**config.mk**
```make
export PLATFORM = sky130hd
export DESIGN_NAME = rvmt_ram
export DESIGN_NICKNAME = d
export VERILOG_FILES = /design/src/rtl/core/rvmt_ram.sv
export SDC_FILE = /design/constraint.sdc
export NUM_CORES = 1
export LEC_CHECK = 0
export BUFFER_PORTS_ARGS = -buffer_cell sky130_fd_sc_hd__clkbuf_2
export CAP_MARGIN = 15
export CELL_PAD_IN_SITES_DETAIL_PLACEMENT = 1
export CELL_PAD_IN_SITES_GLOBAL_PLACEMENT = 2
export CORE_MARGIN = 4
export CORE_UTILIZATION = 45
export CTS_BUF_LIST = sky130_fd_sc_hd__clkbuf_4 sky130_fd_sc_hd__clkbuf_8
export DETAILED_ROUTE_END_ITERATION = 10
export PLACE_DENSITY = 0.84
export SLEW_MARGIN = 20
export SYNTH_ARGS = -nofsm -noshare
export SYNTH_HDL_FRONTEND = slang
export SYNTH_SLANG_ARGS = --single-unit
```
**constraint.sdc**
```tcl
create_clock -name i_clk -period 1.9 [get_ports i_clk]
set_clock_uncertainty 0.15 [all_clocks]
set_input_delay 0.38 -clock i_clk [delete_from_list [all_inputs] [get_ports i_clk]]
set_output_delay 0.38 -clock i_clk [all_outputs]
set_load 0.03 [all_outputs]
```
**src/rtl/core/rvmt_ram.sv**
```systemverilog
// generic single write, single read ram with registered read data
`default_nettype none

module rvmt_ram #(
    parameter int unsigned WIDTH = 8,
    parameter int unsigned DEPTH = 16
) (
    input  wire logic                     i_clk,
    input  wire logic                     i_we,
    input  wire logic [$clog2(DEPTH)-1:0] i_waddr,
    input  wire logic [WIDTH-1:0]         i_wdata,
    input  wire logic [$clog2(DEPTH)-1:0] i_raddr,
    output logic      [WIDTH-1:0]         o_rdata
);

    logic [WIDTH-1:0] r_mem [DEPTH];

    always_ff @(posedge i_clk) begin
        if (i_we) begin
            r_mem[i_waddr] <= i_wdata;
        end
        o_rdata <= r_mem[i_raddr];
    end

endmodule

`default_nettype wire

```
[Word-level counts from Yosys, hierarchy flattened]
Memories as Yosys holds them, arrays and structs flattened. A register that Yosys moved wholly into a read port is not among the register bits.
Cells that the tools add are included.
Storage, ports and cells
  RAM bits: 128
  word-level logic and storage cells: 3
  bits of input ports: 18
  output and inout port bits: 8
  bits in registers: 0
  memories kept: 1
Memories
  r_mem: depth 16, bits a word 8, read ports 1, clocked after Yosys merged registers in 1, wr ports 1, RTL line 16  | logic [WIDTH-1:0] r_mem [DEPTH];
Operators by class
  multiplexer cells: 2
Operator list (number)
  $mux W1: 2

[Logic depth before layout (Yosys ltp)]
Gate-level depths: netlist of run 1.
  depth after elaboration: 2
  gate-level depth with buffers: 5
  mapped depth without buffers: 3

[Worst setup path before layout of run 1]
OpenSTA, ideal clock, no wires.
  kind: input port to flip-flop
  from: input port i_waddr[2]
  to: memory r_mem[0][0], enable pin
  setup slack: -0.123 ns
  buffers on the path: 0
  stages: 2
  data required time: 1.367 ns
  data arrival time: 1.490 ns
  library setup time: 0.383 ns
  cells stage by stage: or3b_2 nor3_1
RTL lines
  from (decl): RTL line 10  | input wire logic [$clog2(DEPTH)-1:0] i_waddr,
  to (decl): RTL line 16
No word-level cell before the write port.

==> results list, run 1 <==
* Synthesis warning total: 0
- The number of antenna violations at the first check in global routing came to 0.
- TritonCTS built the clock tree.
* Top-level port count: 26
* Sum of net half-perimeters after detailed placement: approximately 7.0 mm
* Worst-skew pair later-pin latency: 420 ps
* Area of placed instances: approximately 0.0056 mm2
* Clock H-tree levels: 4
- Overflow left after global routing: 0
- The first global-routing pass estimated 17.2 mm of wire.
* Number of antenna cells inserted: 0
- Count of hold buffers inserted by post-cts repair: 0
* Relative max-transition margin: between 70% and 80%
- Most used cells in the layout excluding fill and tap cells: sky130_fd_sc_hd__edfxtp_1, sky130_fd_sc_hd__clkbuf_2, sky130_fd_sc_hd__buf_4, sky130_fd_sc_hd__mux4_2, sky130_fd_sc_hd__clkbuf_8
- Number of register bits inferred by synthesis: 136
- At the worst endpoint, the required time is roughly 2100 ps.
- In the final design database the tool counted just over 300 nets.
- After detailed routing, the number of remaining DRC violations is 0.
- After layout, the worst path uses 87.9% of the clock period.
- The area growth from synthesis to layout is 18.0%.
- Detailed route wirelength on metal2: 5.40 mm
- The synthesized netlist contains 19 unique library cells.
* Setup TNS: 0 ps
- Fraction of the core area covered by cells at the end of the flow: 55.1%
- The longest clock path from root to sink contains 2 buffers.
- FMAX: ~600 MHz
* Critical Path Sink Type: register
- Post-Route M1 WL: ~4.8 mm
- Clock transition time at the flip-flop clock pins of the worst setup and hold paths: roughly 80 ps
* Gate Count Post-Synth: 229
- PostCTS Resize Cnt: 0
* Most common library cell in the layout ignoring fill and taps: sky130_fd_sc_hd__edfxtp_1
* DIE HEIGHT: ~110 um
- Die footprint: 0.0132 mm2
* Total detailed-routing wirelength: 11.1 mm
- Leakage: 0.00208 uW
- Total count of max-transition violations in the final report: 0
- Final setup vio count: 0
- Max Cap Viol: 0
- Top fanout value on the critical path: 1
- Dividing the synthesized area by the synthesized cell count gives 22.5 um2.
* Drt pass-1 iters: 4
- Number of sinks driven by the clock tree: 136
* Time the final worst path needs with I/O delays and setup: 1670 ps
- After routing the design area is 0.00607 mm2.
* Horizontal extent of the die: 115 um
* Worst setup margin: 230 ps
- Type of element launching the critical path: register
- Cell at the root of the clock tree: sky130_fd_sc_hd__clkbuf_8
- Cells with a size suffix above 1 make up 33.7% of the layout.
- Iteration-0 DRC count of the detailed router: 171
- Entering global routing, the biggest net connects 23 pins.
- Standard-cell rows: 38
- Worst setup slack before clock tree synthesis: -195 ps
- In the routed layout, each cell is associated on average with a via count of 5.67.
* Combined global-route utilization of all metal layers: 18.6%
- In the final routed layout, each cell accounts on average for 25.3 um.
- Synthesis produced a netlist with a net count of roughly 250.
- TritonCTS buffer count: 17
- Top layer used by detailed routing: met4
* Setup slack, reg-to-reg: 230 ps
- Sequential elements use 77.8% of the synthesized area.
- Worst supply voltage drop on vdd: ~490 uV
- Post-CTS timing repair inserted 0 buffers for setup.
- DR vias: ~2500
- Global placement routability congestion: 0.721
- Slew at the pin closest to its max-slew limit: about 380 ps
- Antenna Nets Post-Route: 0
* Status: completed
- The number of global-route vias before repair was 2727.
- Synth Cell Area: 0.00515 mm2
- Port buffering added 25 buffers.
* Total met3 wirelength after detailed routing: 675 um
* Number of fill cells: approximately 1000
- Final hold violation count: 0
- Hold timing on the final database bottoms out at a slack of 248 ps.
- Critical Path AT: 1820 ps
- Path category of the worst min-delay check: input pin to register
- Setup repair after global routing missed its margin: no
* Classification of the worst setup path: register to register
* Cell Pwr Density: around 1100 mW/mm2
* Initial cell density of the core: 46.7%
* Core area: 0.0110 mm2
## power breakdown
part / internal (uW) / switching [uW]
Combinational: 145 / 228
Clock: 1810 / 1080
Sequential: 3350 / 20.9
Total: 5310 / 1320
## flip-flops by register name, summed over array words and instances, names as in the netlist
register  flops
o_rdata       8
r_mem       128
## metrics by stage
step,cells,total power (uW)
floorplan,229,3640
global placement,408,3800
detailed placement,408,3810
CTS,440,6690
global route,440,6860
finish,440,6630
## cell type report
| type | count | area (um2) | share of cell area, % |
|---|---|---|---|
| flip-flops and latches | 136 | 4000 | 65.9 |
| multi-input cells | 83 | 1060 | 17.5 |
| repair buffers | 49 | 343 | 5.64 |
| clock inverters | 15 | 255 | 4.20 |
| clock buffers | 17 | 234 | 3.85 |
| well taps | 140 | 175 | 2.88 |
## worst paths after layout
| check | startpoint | end | depth (start not counted) |
|---|---|---|---|
| max | r_mem[9][5] | o_rdata[5] | 3 |
| min reg2reg | r_mem[10][2] | o_rdata[2] | 3 |
| min | i_wdata[7] | r_mem[0][7] | 1 |
| max reg2reg | r_mem[9][5] | o_rdata[5] | 3 |
## per-layer routing
metal	global-route usage (%)	up-vias
li1	-	1087
met1	25.6	1308
met2	28.8	86
met3	4.89	12
met4	6.89	0
met5	0	-
## Yosys cell counts (all sizes together)
library cell | n | area, um2
a22oi | 16 | 120
dfxtp | 8 | 160
nand2 | 9 | 33.8
nor3 | 4 | 20.0
mux4 | 32 | 773
or3b | 1 | 8.76
nor2 | 13 | 48.8
buf | 7 | 56.3
edfxtp | 128 | 3840
nand3 | 1 | 5.00
and2b | 1 | 7.51
nand2b | 2 | 12.5
clkdlybuf4s25 | 3 | 30.0
nor2b | 1 | 6.26
and2 | 1 | 6.26
nand3b | 2 | 15.0
## critical path: stages (launching register included)
cell and delay [ps]:
sky130_fd_sc_hd__edfxtp_1 360, sky130_fd_sc_hd__mux4_1 570, sky130_fd_sc_hd__a22oi_1 360, sky130_fd_sc_hd__nand2_1 110
## cells by family (layout without fill, tap and decap cells)
group	count (synthesis)	in the layout	share of synthesized area [%]
flip-flops	136	136	77.8
AND/OR/NAND/NOR	35	35	3.18
multiplexers	32	32	15.0
AO/OA/AOI/OAI	16	16	2.33
buffers and inverters	10	81	1.68
Power figures use the tool's default switching activity.
==> inputs of run 2 (changes only) <==
--- a/config.mk
+++ b/config.mk
@@ -13,6 +13,8 @@
 export CORE_UTILIZATION = 45
 export CTS_BUF_LIST = sky130_fd_sc_hd__clkbuf_4 sky130_fd_sc_hd__clkbuf_8
 export DETAILED_ROUTE_END_ITERATION = 10
+export GPL_ROUTABILITY_DRIVEN = 0
+export GPL_TIMING_DRIVEN = 0
 export PLACE_DENSITY = 0.84
 export SLEW_MARGIN = 20
 export SYNTH_ARGS = -nofsm -noshare
==> run 2 against run 1 <==
Power decreased by 6.9%. Count of clock-buffer cells in the layout increased by 6. Global-route usage decreased by 1.4 points. Sequential power about the same. Combinational power decreased by 4%. Sequential cell count unchanged. Utilization decreased by 1.7 points. Routed wire length decreased by 7.5%. Clock power decreased by 16%. Highest routed layer unchanged.
==> results list, run 2 (synthesized netlist as in run 1, its figures left out) <==
- The detailed-route vias per instance was 5.58 (-1.6%).
* Status: completed
- TritonCTS clock tree: yes
- The area inside the core boundary is 0.0110 mm2 (unchanged).
* Number of antenna cells inserted: 0 (unchanged)
- The number of cells in the finished layout apart from fillers is 424 (-3.6%).
- The width of the die came to 115 um (unchanged).
* Final hold violation count: 0 (unchanged)
- The overall overflow remaining after global route was 0 (unchanged).
* Die footprint: 0.0132 mm2 (unchanged)
- The final count of pins violating max slew was 0 (unchanged).
* Leakage: 0.00196 uW (-6.0%)
* Reg-to-Reg Start: r_mem[6][2]
* Relative max-transition margin: 43.6% (-31 points)
* Setup repair after global routing missed its margin: no
- The clock sink total is 136 (unchanged).
- The DRC marker count from the first detailed-route iteration was 135 (-21%).
- The fraction of final layout cells sized beyond drive strength 1 came to 31.0% (-2.7 points).
- The total of cells resized after clock tree synthesis came to 0 (unchanged).
- The number of CTS-inserted buffers came to 17 (unchanged).
- Initial cell density of the core: 46.7% (unchanged)
- The number of buffers inserted by post-CTS setup repair is 0 (unchanged).
* Critical Path Sink Type: register
* Max clock buf depth: 2 (unchanged)
* Largest register FFs: 128 (unchanged)
* Max Cap Viol: 0 (unchanged)
* GR met3 Demand/Resource: 5.63% (+0.74 points)
* Time the final worst path needs with I/O delays and setup: 1790 ps (+119 ps)
* Layout area overhead: 14.2%
- Drt pass-1 iters: 4 (unchanged)
* Global routing usage on met1: 22.6% (-3.0 points)
* Worst-skew pair later-pin latency: 430 ps (about the same)
- Sum of net half-perimeters after detailed placement: 6.87 mm (-2.2%)
- Vias in the first global route: 2545 (-6.7%)
- Counting flops per register, the top entry is r_mem.
- Classification of the worst setup path: input pin to register
- The vertical die dimension was 115 um (unchanged).
- Clock H-tree levels: 4 (unchanged)
- Number of I/O port buffers: 24 (-4.0%)
- STA classifies the critical path startpoint as an input pin.
- Routing layer with the top usage in global route: met2
- Slew at the pin closest to its max-slew limit: 842 ps (+463 ps)
- The worst-case reg-to-reg path depth came to 3 (unchanged).
- End point of the critical path: r_mem[2][2]
- The first-pass GRT wire length came to 15.5 mm (-9.6%).
- Cell Pwr Density: 1050 mW/mm2 (-3.9%)
* Number of cells on the worst hold path: 1 (unchanged)
* Total detailed-routing wirelength: 10.3 mm (-7.5%)
- In the final layout, the registers with the most flip-flops are r_mem x128, o_rdata x8.
* Most used cells in the layout excluding fill and tap cells: sky130_fd_sc_hd__edfxtp_1, sky130_fd_sc_hd__clkbuf_2, sky130_fd_sc_hd__clkbuf_8, sky130_fd_sc_hd__mux4_2, sky130_fd_sc_hd__a22oi_1
- Combined global-route utilization of all metal layers: 17.2% (-1.4 points)
* Global-route met2 utilization: 26.7% (-2.1 points)
- Critical path data required time: 1800 ps (-250 ps)
- The pin count of the biggest net entering global routing is 17 (-26%).
- Worst hold-check slack: 257 ps (+8.68 ps)
- Endpoint of the worst-slack reg-to-reg timing path: o_rdata[2]
* Fraction of the core area covered by cells at the end of the flow: 53.3% (-1.7 points)
- Count of nets after finishing: 290 (-4.9%)
- The final critical-path share of the clock period came to 94.2% (+6.3 points).
- Worst supply voltage drop on vdd: 378 uV (-23%)
- DR vias: 2364 (-5.2%)
- Final setup vio count: 0 (unchanged)
- Standard-cell rows: 38 (unchanged)
* Most common library cell in the layout ignoring fill and taps: sky130_fd_sc_hd__edfxtp_1
- Number of antenna violations at the first check in global routing: 0 (unchanged)
- Top fanout value on the critical path: 8 (+7)
- Cell count after placement: 393 (-3.7%)
- Setup slack, reg-to-reg: 350 ps (+120 ps)
- In this run the worst setup path begins at i_waddr[2].
* Top-level port count: 26 (unchanged)
- FMAX: 559 MHz (-6.7%)
* Clock transition time at the flip-flop clock pins of the worst setup and hold paths: 70 ps (about the same)
- The tightest min-delay check is of the input pin to register type.
- The number of design rule violations left after detail routing came to 0 (unchanged).
* Cell at the root of the clock tree: sky130_fd_sc_hd__clkbuf_8
* Count of hold buffers inserted by post-cts repair: 0 (unchanged)
- The worst path arrival time came to 1690 ps (-130 ps).
- The final antenna-violating net count came to 0 (unchanged).
- The average wire length per cell after detail routing came to 24.3 um (-4.0%).
-- run 2: cell count changes in the layout (fill, tap and decap cells not counted), sizes merged --
cell | previous run | this run
clkbuf | 42 | 47
clkdlybuf4s25 | 0 | 3
bufinv | 7 | 3
buf | 24 | 7
clkinv | 6 | 3
-- run 2: cell type report --
class	count	area, um2
buffer	10	86.3
clock buffer	23	298
clock inverter	8	120
fill	983	5150
multi-input combinational	83	1080
sequential	136	4000
tap	140	175
timing repair buffer	24	120
-- run 2: report_power, final --
part           switching, uW  leakage (uW)  internal [uW]  total, uW
sequential              17.3       0.00122           3350       3370
clock                   1010      0.000212           1430       2440
combinational            226      0.000523            133        359
-- run 2: worst min path at each step --
| stage | startpoint | to |
|---|---|---|
| after detailed placement | r_mem[11][4] | o_rdata[4] |
| after global placement | r_mem[11][2] | o_rdata[2] |
| after CTS | i_wdata[6] | r_mem[7][6] |
| after global routing | i_wdata[6] | r_mem[6][6] |
| final | i_wdata[6] | r_mem[6][6] |
| after floorplan | i_wdata[0] | r_mem[0][0] |
-- run 2: critical path: stages --
cell	delay [ps]
sky130_fd_sc_hd__clkbuf_2	100
sky130_fd_sc_hd__or3b_2	540
sky130_fd_sc_hd__nor2_1	670
-- run 2: layer usage --
layer,up-vias,part of all wire [%]
met5,-,0
met4,0,2.2
met3,14,4.6
met2,57,48
met1,1233,45
li1,1060,-
-- run 2: metrics by stage --
| stage | power, uW | setup TNS, ps | setup slack, ps | area (um2) |
|---|---|---|---|---|
| floorplan | 3640 | 0 | 104 | 5150 |
| global placement | 3780 | -17020 | -381 | 5450 |
| detailed placement | 3800 | -13990 | -363 | 5460 |
| CTS | 6220 | 0 | 98.1 | 5880 |
| global route | 6420 | 0 | 46.0 | 5880 |
| finish | 6170 | 0 | 110 | 5880 |
==> inputs of run 3 (changes only) <==
--- a/config.mk
+++ b/config.mk
@@ -9,7 +9,6 @@
 export CAP_MARGIN = 15
 export CELL_PAD_IN_SITES_DETAIL_PLACEMENT = 1
 export CELL_PAD_IN_SITES_GLOBAL_PLACEMENT = 2
-export CORE_MARGIN = 4
 export CORE_UTILIZATION = 45
 export CTS_BUF_LIST = sky130_fd_sc_hd__clkbuf_4 sky130_fd_sc_hd__clkbuf_8
 export DETAILED_ROUTE_END_ITERATION = 10
==> run 3 against run 2 <==
Sequential share of layout area down 0.072 points. Via count is 2.0% higher. Combinational power is essentially flat. Utilization up 0.29 points. Final cell count is 0.24% higher. Cell area grew 0.11%. Routed wire length shrank 2.2%. Maximum frequency is 0.53% lower. Sequential power is essentially flat. Critical path type unchanged.
==> results list, run 3 (synthesized netlist as in run 1, its figures left out) <==
- Status: completed
* Classification of the worst setup path: input pin to register
- Leakage: 0.00196 uW (-0.20%)
- Relative max-transition margin: 42.9% (-0.70 points)
* Number of fill cells: 972 (-1.1%)
- The number of design rule violations left after detail routing came to 0 (unchanged).
* FMAX: 556 MHz (-0.53%)
- Post-CTS Setup Bufs: 0 (unchanged)
- STA classifies the critical path endpoint as a register.
- Worst supply voltage drop on vdd: 540 uV (+43%)
- Count of cells along the worst register-to-register path: 3 (unchanged)
- Type of element launching the critical path: input pin
- Number of sinks driven by the clock tree: 136 (unchanged)
- The worst hold path belongs to the class input pin to register.
- The required arrival time at the worst endpoint was 1810 ps (about the same).
- Total count of max-transition violations in the final report: 0 (unchanged)
- Drt pass-1 iters: 4 (unchanged)
* Max clock buf depth: 2 (unchanged)
- The post-CTS clock slew at the launch and capture registers of the worst setup and hold paths came to 80 ps (about the same).
- Number of I/O port buffers: 24 (unchanged)
* Maximum number of pins on one net before global-route repair: 17 (unchanged)
- Average via count per standard cell: 5.67 (+1.7%)
* End of the worst hold path: r_mem[13][5]
- The total of cells resized after clock tree synthesis came to 0 (unchanged).
- The actual transition at the worst max-transition pin is 853 ps (+10.4 ps).
- Count of nets after finishing: 290 (unchanged)
- The number of failing hold endpoints at the final stage came to 0 (unchanged).
- In this run the critical register-to-register path is captured at o_rdata[7].
- Time the final worst path needs with I/O delays and setup: 1800 ps (+9.53 ps)
* Clock H-tree levels: 4 (unchanged)
* Top-level port count: 26 (unchanged)
* Hold Path Origin: i_wdata[5]
- Total detailed-routing wirelength: 10.1 mm (-2.2%)
- Final setup vio count: 0 (unchanged)
- DIE HEIGHT: 109 um (-5.2%)
- Pwr Total: 6190 uW (+0.33%)
* Antenna Nets Post-Route: 0 (unchanged)
* Layout area overhead: 14.4%
- DR vias: 2411 (+2.0%)
* Count of hold buffers inserted by post-cts repair: 0 (unchanged)
* Overflow left after global routing: 0 (unchanged)
- The largest registers in the layout are r_mem x128, o_rdata x8.
- Number of antenna cells inserted: 0 (unchanged)
- Largest register FFs: 128 (unchanged)
* Setup repair after global routing missed its margin: no
- Reg-to-Reg Start: r_mem[7][7]
- The site row count is 38 (unchanged).
- Cell at the root of the clock tree: sky130_fd_sc_hd__clkbuf_8
- Initial cell density of the core: 46.9% (+0.20 points)
* Horizontal extent of the die: 109 um (-5.2%)
* TritonCTS clock tree: yes
- The top fanout value on the critical path is 8 (unchanged).
- Vias in the first global route: 2408 (-5.4%)
* Core area: 0.0110 mm2 (-0.43%)
* Register name with the most flops: r_mem
* Proportion of layout cells with a drive suffix above 1: 30.9% (-0.11 points)
- The number of antenna violations at the first check in global routing came to 0 (unchanged).
* Die footprint: 0.0119 mm2 (-10%)
- Worst hold-check slack: 234 ps (-23.1 ps)
- The total placed instance area was 0.00546 mm2 (unchanged).
- Global-route wire length before repair: 14.9 mm (-4.2%)
- Most used cells in the layout excluding fill and tap cells: sky130_fd_sc_hd__edfxtp_1, sky130_fd_sc_hd__clkbuf_2, sky130_fd_sc_hd__clkbuf_8, sky130_fd_sc_hd__mux4_2, sky130_fd_sc_hd__a22oi_1
- The worst path arrival time is 1700 ps (about the same).
- The reg2reg setup slack is 320 ps (-30 ps).
- The final critical-path share of the clock period is 94.7% (+0.50 points).
- Cell Pwr Density: 1050 mW/mm2 (+0.22%)
- The DRC marker count from the first detailed-route iteration was 122 (-9.6%).
* Fraction of the core area covered by cells at the end of the flow: 53.6% (+0.29 points)
- The average wire length per cell after detail routing came to 23.7 um (-2.4%).
- The global-route usage over all layers came to 19.0% (+1.8 points).
* Worst-skew pair later-pin latency: 440 ps (about the same)
- Leaving out fill and tap cells, the most frequent cell in the layout is sky130_fd_sc_hd__edfxtp_1.
- Area of all placed cells without fillers: 0.00589 mm2 (+0.11%)
* Number of cells on the worst hold path: 1 (unchanged)
- The sum of net half-perimeters after detailed placement was 6.41 mm (-6.7%).
* TritonCTS buffer count: 17 (unchanged)
- Max Cap Viol: 0 (unchanged)
## run 3: changes by cell type in the layout (fill, tap and decap cells not counted)
| cell | before | now |
|---|---|---|
| sky130_fd_sc_hd__clkbuf_4 | 3 | 0 |
| sky130_fd_sc_hd__clkinv_4 | 0 | 2 |
| sky130_fd_sc_hd__clkinv_1 | 0 | 1 |
| sky130_fd_sc_hd__clkinvlp_4 | 2 | 3 |
## run 3: how the worst max path moves through the flow
stage               start     endpoint  slack [ps]  cells after the start
2_1_floorplan  i_waddr[2]  r_mem[3][0]         100                      2
3_3_place_gp   i_waddr[2]  r_mem[8][1]        -410                      3
3_5_place_dp   i_waddr[2]  r_mem[3][3]        -380                      3
4_1_cts        i_waddr[2]  r_mem[3][3]          90                      3
5_1_grt        i_waddr[2]  r_mem[1][3]          80                      3
6_report       i_waddr[2]  r_mem[3][3]         100                      3
## run 3: cell type report
| class | count | area [um2] | area share [%] |
|---|---|---|---|
| clock inverter | 12 | 149 | 2.53 |
| timing repair buffer | 24 | 120 | 2.04 |
| clock buffer | 20 | 275 | 4.68 |
| multi-input combinational | 83 | 1080 | 18.3 |
| buffer | 10 | 86.3 | 1.47 |
| tap | 140 | 175 | 2.98 |
| sequential | 136 | 4000 | 68.0 |
## run 3: layer usage
| metal | up-vias | global-route usage, % | wire [um] |
|---|---|---|---|
| li1 | 1058 | - | - |
| met1 | 1260 | 26.9 | 4540 |
| met2 | 83 | 28.1 | 4850 |
| met3 | 10 | 5.74 | 549 |
| met4 | 0 | 6.66 | 138 |
| met5 | - | 0 | 0 |
## run 3: metrics by stage
step	worst slack, ps	TNS [ps]	cells
2_1_floorplan	104	0	229
3_3_place_gp	-408	-18340	393
3_5_place_dp	-377	-15780	393
4_1_cts	89.8	0	425
5_1_grt	81.4	0	425
6_report	101	0	425
## run 3: critical path, cell delays in order
cell and delay, ps:
sky130_fd_sc_hd__clkbuf_2 100, sky130_fd_sc_hd__or3b_2 540, sky130_fd_sc_hd__nor2_1 680
## run 3: power breakdown
group	internal, uW	total, uW	switching, uW
combinational	133	359	226
clock	1390	2460	1070
sequential	3350	3370	16.9
